`src/sv/ordered_value_list_macros.svh`:
```
// Assertion macros shared by the ordered value list RTL.
// No dependencies; included by files that carry concurrent assertions.
`ifndef ORDERED_VALUE_LIST_MACROS_SVH
`define ORDERED_VALUE_LIST_MACROS_SVH

// Same-cycle implication, disabled while reset is asserted.
`define OVL_ASSERT_IMPL(label, clk, rst_n, ante, cons) \
	label: assert property (@(posedge clk) disable iff (!rst_n) (ante) |-> (cons)) \
		else $error("ordered_value_list assertion failed");

// Next-cycle implication, disabled while reset is asserted.
`define OVL_ASSERT_NEXT(label, clk, rst_n, ante, cons) \
	label: assert property (@(posedge clk) disable iff (!rst_n) (ante) |=> (cons)) \
		else $error("ordered_value_list assertion failed");

`endif

```
`src/sv/ovl_pkg.sv`:
```
// Types and operation codes for the ordered value list.
// No dependencies; imported by ovl_cell and ordered_value_list.
package ovl_pkg;

	typedef enum logic [1:0] {
		OP_APPEND   = 2'd0,
		OP_REMOVE   = 2'd1,
		OP_CONTAINS = 2'd2,
		OP_CLEAR    = 2'd3
	} op_t;

	typedef struct packed {
		op_t                op;
		logic signed [31:0] value;
	} in_item_t;

	typedef struct packed {
		logic       success;
		logic       full_reject;
		logic [4:0] entry_count;
	} out_item_t;

	typedef struct packed {
		logic en;
		op_t  op;
	} ovl_cmd_t;

endpackage

```
`src/sv/ovl_cell.sv`:
```
// One list position: holds one entry, compares it and takes its right neighbor on removal.
// Depends on ovl_pkg.
module ovl_cell
	import ovl_pkg::*;
#(
	parameter int VALUE_BITS = 32,
	parameter int CNT_W      = 5,
	parameter int IDX        = 0
) (
	input  logic                  clk,
	input  ovl_cmd_t              cmd,
	input  logic [VALUE_BITS-1:0] value,
	input  logic [CNT_W-1:0]      cnt,
	input  logic [VALUE_BITS-1:0] next_data,
	input  logic                  match_in,
	output logic                  match_out,
	output logic [VALUE_BITS-1:0] data
);

	localparam logic [CNT_W-1:0] MY_IDX = CNT_W'(IDX);

	logic [VALUE_BITS-1:0] data_q;
	logic                  live;
	logic                  hit;

	assign live      = MY_IDX < cnt;
	assign hit       = live && (data_q == value);
	assign match_out = match_in | hit;
	assign data      = data_q;

	always_ff @(posedge clk) begin
		if (cmd.en) begin
			if (cmd.op == OP_APPEND && cnt == MY_IDX) begin
				data_q <= value;
			end else if (cmd.op == OP_REMOVE && match_out) begin
				data_q <= next_data;
			end
		end
	end

endmodule

```
`src/sv/ordered_value_list.sv`:
```
// Ordered value list: a bounded list of signed values with append, remove,
// contains and clear, built as a row of cells that shift toward the head.
//
// The input channel (in_valid, in_ready, in_item) carries one item with an
// operation code and a value. The output channel (out_valid, out_ready,
// out_item) returns one item per input item with success, full_reject and
// the entry count after the operation.
// Every cell compares its entry with the value in the same cycle; a match
// ripples along the row so that only the first match and the cells behind
// it shift. The whole operation completes in the cycle of acceptance.
// The result is registered in the output register when the item is accepted.
// Throughput is one item per cycle while out_ready stays high, set by the
// single output register and the compare and shift across the cell row.
// When the receiver stalls, the result holds in the output register and
// in_ready drops until it is taken; in_ready is high again in the cycle it
// is taken. Reset empties the list and clears out_valid; no clearing
// pass is needed and items are accepted right after reset.
// Depends on ovl_pkg, ovl_cell and ordered_value_list_macros.svh.
`include "ordered_value_list_macros.svh"

module ordered_value_list
	import ovl_pkg::*;
#(
	parameter int CAPACITY   = 16,
	parameter int VALUE_BITS = 32
) (
	input  logic      clk,
	input  logic      arst_n,
	input  logic      in_valid,
	output logic      in_ready,
	input  in_item_t  in_item,
	output logic      out_valid,
	input  logic      out_ready,
	output out_item_t out_item
);

	localparam int               CNT_W = $clog2(CAPACITY + 1);
	localparam logic [CNT_W-1:0] CAP_C = CNT_W'(CAPACITY);

	logic [CNT_W-1:0]      cnt_q;
	logic [CNT_W-1:0]      cnt_nxt;
	logic                  out_valid_q;
	out_item_t             out_item_q;
	logic                  fire;
	logic                  found;
	logic                  not_full;
	logic                  success;
	logic                  reject;
	logic [VALUE_BITS-1:0] value_ext;
	ovl_cmd_t              cmd;
	logic [VALUE_BITS-1:0] cell_data [CAPACITY];
	logic [CAPACITY:0]     match;

	assign in_ready  = !out_valid_q || out_ready;
	assign fire      = in_valid && in_ready;
	assign value_ext = VALUE_BITS'(in_item.value);
	assign cmd.en    = fire;
	assign cmd.op    = in_item.op;
	assign match[0]  = 1'b0;
	assign found     = match[CAPACITY];
	assign not_full  = cnt_q != CAP_C;

	for (genvar i = 0; i < CAPACITY; i++) begin : g_cell
		logic [VALUE_BITS-1:0] next_data;
		if (i == CAPACITY - 1) begin : g_last
			assign next_data = cell_data[i];
		end else begin : g_inner
			assign next_data = cell_data[i+1];
		end
		ovl_cell #(
			.VALUE_BITS(VALUE_BITS),
			.CNT_W     (CNT_W),
			.IDX       (i)
		) u_cell (
			.clk      (clk),
			.cmd      (cmd),
			.value    (value_ext),
			.cnt      (cnt_q),
			.next_data(next_data),
			.match_in (match[i]),
			.match_out(match[i+1]),
			.data     (cell_data[i])
		);
	end

	always_comb begin
		success = 1'b0;
		reject  = 1'b0;
		cnt_nxt = cnt_q;
		unique case (in_item.op)
			OP_APPEND: begin
				success = not_full;
				reject  = !not_full;
				if (not_full) begin
					cnt_nxt = cnt_q + CNT_W'(1);
				end
			end
			OP_REMOVE: begin
				success = found;
				if (found) begin
					cnt_nxt = cnt_q - CNT_W'(1);
				end
			end
			OP_CONTAINS: begin
				success = found;
			end
			OP_CLEAR: begin
				success = 1'b1;
				cnt_nxt = '0;
			end
			default: begin
				success = 1'b0;
			end
		endcase
	end

	always_ff @(posedge clk or negedge arst_n) begin
		if (!arst_n) begin
			cnt_q       <= '0;
			out_valid_q <= 1'b0;
		end else begin
			if (fire) begin
				cnt_q       <= cnt_nxt;
				out_valid_q <= 1'b1;
			end else if (out_ready) begin
				out_valid_q <= 1'b0;
			end
		end
	end

	always_ff @(posedge clk) begin
		if (fire) begin
			out_item_q.success     <= success;
			out_item_q.full_reject <= reject;
			out_item_q.entry_count <= 5'(cnt_nxt);
		end
	end

	assign out_valid = out_valid_q;
	assign out_item  = out_item_q;

	`OVL_ASSERT_IMPL(a_cnt_bound, clk, arst_n, 1'b1, cnt_q <= CAP_C)
	`OVL_ASSERT_IMPL(a_flags_excl, clk, arst_n, out_valid_q,
		!(out_item_q.success && out_item_q.full_reject))
	`OVL_ASSERT_NEXT(a_full_reject, clk, arst_n,
		fire && in_item.op == OP_APPEND && cnt_q == CAP_C,
		out_valid_q && out_item_q.full_reject && cnt_q == CAP_C)
	`OVL_ASSERT_NEXT(a_clear, clk, arst_n, fire && in_item.op == OP_CLEAR,
		out_valid_q && out_item_q.success && cnt_q == '0)

endmodule
```
`config.mk`:
```
export PLATFORM = sky130hd
export DESIGN_NAME = ordered_value_list
export DESIGN_NICKNAME = d
export VERILOG_FILES = /design/src/sv/ovl_pkg.sv /design/src/sv/ovl_cell.sv /design/src/sv/ordered_value_list.sv
export VERILOG_INCLUDE_DIRS = /design/src /design/src/sv
export SDC_FILE = /design/constraint.sdc
export NUM_CORES = 2
export LEC_CHECK = 0
export BUFFER_PORTS_ARGS = -buffer_cell sky130_fd_sc_hd__buf_2
export CAP_MARGIN = 10
export CELL_PAD_IN_SITES_DETAIL_PLACEMENT = 2
export CELL_PAD_IN_SITES_GLOBAL_PLACEMENT = 2
export CORE_ASPECT_RATIO = 1.2
export CORE_UTILIZATION = 50
export DETAILED_ROUTE_END_ITERATION = 7
export PLACE_DENSITY_LB_ADDON = 0.1
export SYNTH_ARGS = -nofsm -noshare
export SYNTH_HDL_FRONTEND = slang
export SYNTH_SLANG_ARGS = --single-unit
```
`constraint.sdc`:
```
create_clock -name clk -period 11.1 [get_ports clk]
set_input_delay 0.555 -clock clk [delete_from_list [all_inputs] [get_ports clk]]
set_output_delay 0.555 -clock clk [all_outputs]
set_load 0.02 [all_outputs]
```
==> flow_summary.ini <==
[layout]
drive_gt1_share_pct = 31.01
layout_commonest_cell = edfxtp_1
post-route-util_pct = 55.87
layout.nets = 2306
area_delta_synth_final_pct = 9.741
antenna_cells = 0
mostFrequentLayoutCells = edfxtp_1, mux2_2, xnor2_1

[floorplanning]
die_area_mm2 = 0.06092
row_count = 97
die_x_um = 225.5
die_h_um = 270.2
core-area_mm2 = 0.05886
boundaryPins = 47
start_util_pct = 50.91

[setup_path]
reg2reg_to = g_cell[9].u_cell.data[8]$_DFFE_PP_
crit_arrival_ns = 4.93
endpoint = g_cell[9].u_cell.data[8]$_DFFE_PP_
start_kind = flip-flop
r2r-start = cnt_q[0]$_DFFE_PN0P_
crit_start = cnt_q[0]$_DFFE_PN0P_
r2r_cells = 9
regToRegSetupSlack_ns = 6.42
path_max_fanout = 32
critical_path_buf_inv_count = 1
criticalPathCategory = reg2reg
end_kind = flip-flop
cp_num_cells = 9
crit_path_cell_trace = and2_1 > buf_4 > a21oi_1 > nor3_1 > nand3_1 > nand4_1 > or3_1 > nand2_1 > a21oi_4
slowest_delay_ns = 0.94
critPathTopFamily = simple AND/OR/NAND/NOR gates
required_ns = 11.35
cpMaxStageDelayCell = a21oi_4

[placed_design]
io_buffers = 46
hpwl_mm = 75.06
place.gp.congestion = 0.9358

[cts]
cts_setup_buffers = 0
cts_tree = done
cts-resized-gates = 0
cts_buffers = 58
ctsHoldBuffers = 1
cts_buffer_depth = 3
htreeDepth = 2
clkTransAtPathRegs_ns = 0.06
clock-sinks = 525
cts-root-buf = clkbuf_16
clk_latency_ns = 0.64

[sta]
period_share_pct = 42.19
hold_viol = 0
worst_slew_pin_slew_ns = 1.230
setup_tns_ns = 0
fin_worst_skew_ns = 0.01706
min_period_ns = 4.683
rsz0062_at_grt = no
drv_slew = 0
relSlewSlack_pct = 17.81
fmax_mhz = 213.5
setup_viol = 0

[routing]
met2_length_mm = 55.58
viasPerCell = 6.566
top_layer = met5
drtIter0Drc = 1717
drc_errors = 0
dr.pass1.iters = 5
drt_wl_total_mm = 113.0
avgRoutedWirePerCell_um = 36.47
ant_nets = 0
dr_wl_met3_mm = 6.852
dr_total_vias = 20340
met1Wirelength_mm = 43.16

[synthesis]
syn-cell-area_mm2 = 0.02997
synth_warnings = 0
ys_types = 69
ys_ff_latch = 525
synth_top_flop_cell = edfxtp_1
synth_cells = 2278
syn_avg_cell_area_um2 = 13.15
syn_nets = 2325
ys_seq_area_share_pct = 52.51
synth_edf_count = 519
async_reset_ff_share_pct = 1.143

[hold_path]
min_path_type = in2reg
holdCritStartpoint = in_valid

[grt]
grt_pass1_vias = 22380
track_usage_pct = 37.29
grt_max_degree = 34
antenna_found_initial = 6
grt_overflow = 0
grt_pass1_wl_mm = 161.8

[run_status]
status = finished clean

[pwr]
pwr-share-clk_pct = 42.8
p_seq_share_pct = 44.9
p_switching_mw = 1.309
powerDensity_mw_per_mm2 = 149.4
ir_drop_mv = 0.1507
p_sw_share_pct = 26.66
power_leakage_nw = 10.11
combPwrFrac_pct = 12.3
internal_power_mw = 3.603

[run]
maxCapViolations = 0
-- worst min-delay path by stage --
stage	to	slack, ns	cells after the start
floorplan	cnt_q[0]$_DFFE_PN0P_	0.26	0
global placement	cnt_q[2]$_DFFE_PN0P_	0.40	1
detailed placement	out_valid$_DFFE_PN0P_	0.40	1
CTS	out_valid$_DFFE_PN0P_	0.12	2
global route	out_valid$_DFFE_PN0P_	0.13	2
finish	out_valid$_DFFE_PN0P_	0.14	2
-- cell families after synthesis --
kind of cell | Yosys count | synth area share [%]
DFF | 525 | 52.51
xor gates and xnor gates | 517 | 15.11
muxes | 481 | 18.08
and+or+nand+nor | 467 | 8.931
buffers and inverters | 201 | 3.228
AOI/OAI and AO/OA | 78 | 1.770
adders and majority gates | 9 | 0.3758
-- power by group through the flow --
stage | clock, mW | sequential (mW) | combinational, mW
final | 2.10 | 2.20 | 0.604
after global routing | 2.18 | 2.20 | 0.619
after detailed placement | 0 | 2.25 | 0.577
after CTS | 2.11 | 2.20 | 0.591
after global placement | 0 | 2.24 | 0.553
after floorplan | 0 | 2.24 | 0.353
-- Yosys cell counts (2+ instances only) --
cell | n | area [um2]
nand3b_1 | 2 | 15.01
dfrtp_1 | 6 | 150.1
xor2_1 | 126 | 1104
buf_6 | 13 | 146.4
a22o_1 | 2 | 17.52
o211ai_1 | 2 | 15.01
nand4b_1 | 3 | 26.28
nor4_1 | 66 | 412.9
nor2b_1 | 2 | 12.51
o221ai_1 | 2 | 17.52
or4_1 | 7 | 52.55
buf_1 | 6 | 22.52
clkbuf_1 | 108 | 405.4
o21a_1 | 6 | 45.04
nand2_1 | 51 | 191.4
a2bb2oi_1 | 2 | 17.52
mux2_2 | 481 | 5416
and4_1 | 3 | 26.28
or3_1 | 9 | 56.30
ha_1 | 9 | 112.6
a211oi_1 | 2 | 15.01
a21oi_1 | 28 | 140.1
a21o_1 | 2 | 15.01
nand2b_1 | 12 | 75.07
nor3b_1 | 4 | 30.03
nand3_1 | 34 | 170.2
xnor2_1 | 391 | 3425
edfxtp_1 | 519 | 15580
nor3_1 | 28 | 140.1
inv_1 | 9 | 33.78
nor3_2 | 2 | 20.02
nor4b_1 | 4 | 35.03
and2_1 | 4 | 25.02
nor2_1 | 53 | 198.9
o21ai_1 | 7 | 35.03
o21ai_2 | 2 | 17.52
o21ai_0 | 6 | 30.03
and3b_1 | 3 | 26.28
nand4_1 | 170 | 1064
buf_4 | 14 | 105.1
buf_2 | 50 | 250.2
-- registers in the layout (all words and copies together), names as in the netlist --
register and flops:
cnt_q 5, g_cell.u_cell.data 512, out_item 7, out_valid 1
-- area by class of cell --
class                           count  area, um2
Timing Repair Buffer              112      728.2
Sequential cell                   525      15740
Inverter                           10      37.54
Clock inverter                     36      452.9
Clock buffer                       71       1541
Tap cell                          792      991.0
Multi-Input combinational cell   1552      13400
Fill cell                        5384      25980
-- per-layer routing --
layer | track usage [%] | vias to the layer above
met1 | 45.28 | 10620
li1 | - | 8434
met4 | 21.48 | 4
met5 | 0 | -
met3 | 5.483 | 363
met2 | 62.94 | 917
-- stage by stage --
| stage | hold WS (ns) | instance area (um2) | total power [mW] | std cells | worst slack [ns] |
|---|---|---|---|---|---|
| CTS | 0.1157 | 32890 | 4.909 | 3098 | 6.471 |
| floorplan | 0.2594 | 29970 | 2.594 | 2278 | 6.604 |
| finish | 0.1392 | 32890 | 4.912 | 3098 | 6.417 |
| global route | 0.1312 | 32890 | 5.005 | 3098 | 6.302 |
| detailed placement | 0.4020 | 30880 | 2.823 | 2990 | 6.008 |
| global placement | 0.3994 | 30880 | 2.798 | 2990 | 6.205 |
Power figures use the tool's default switching activity.
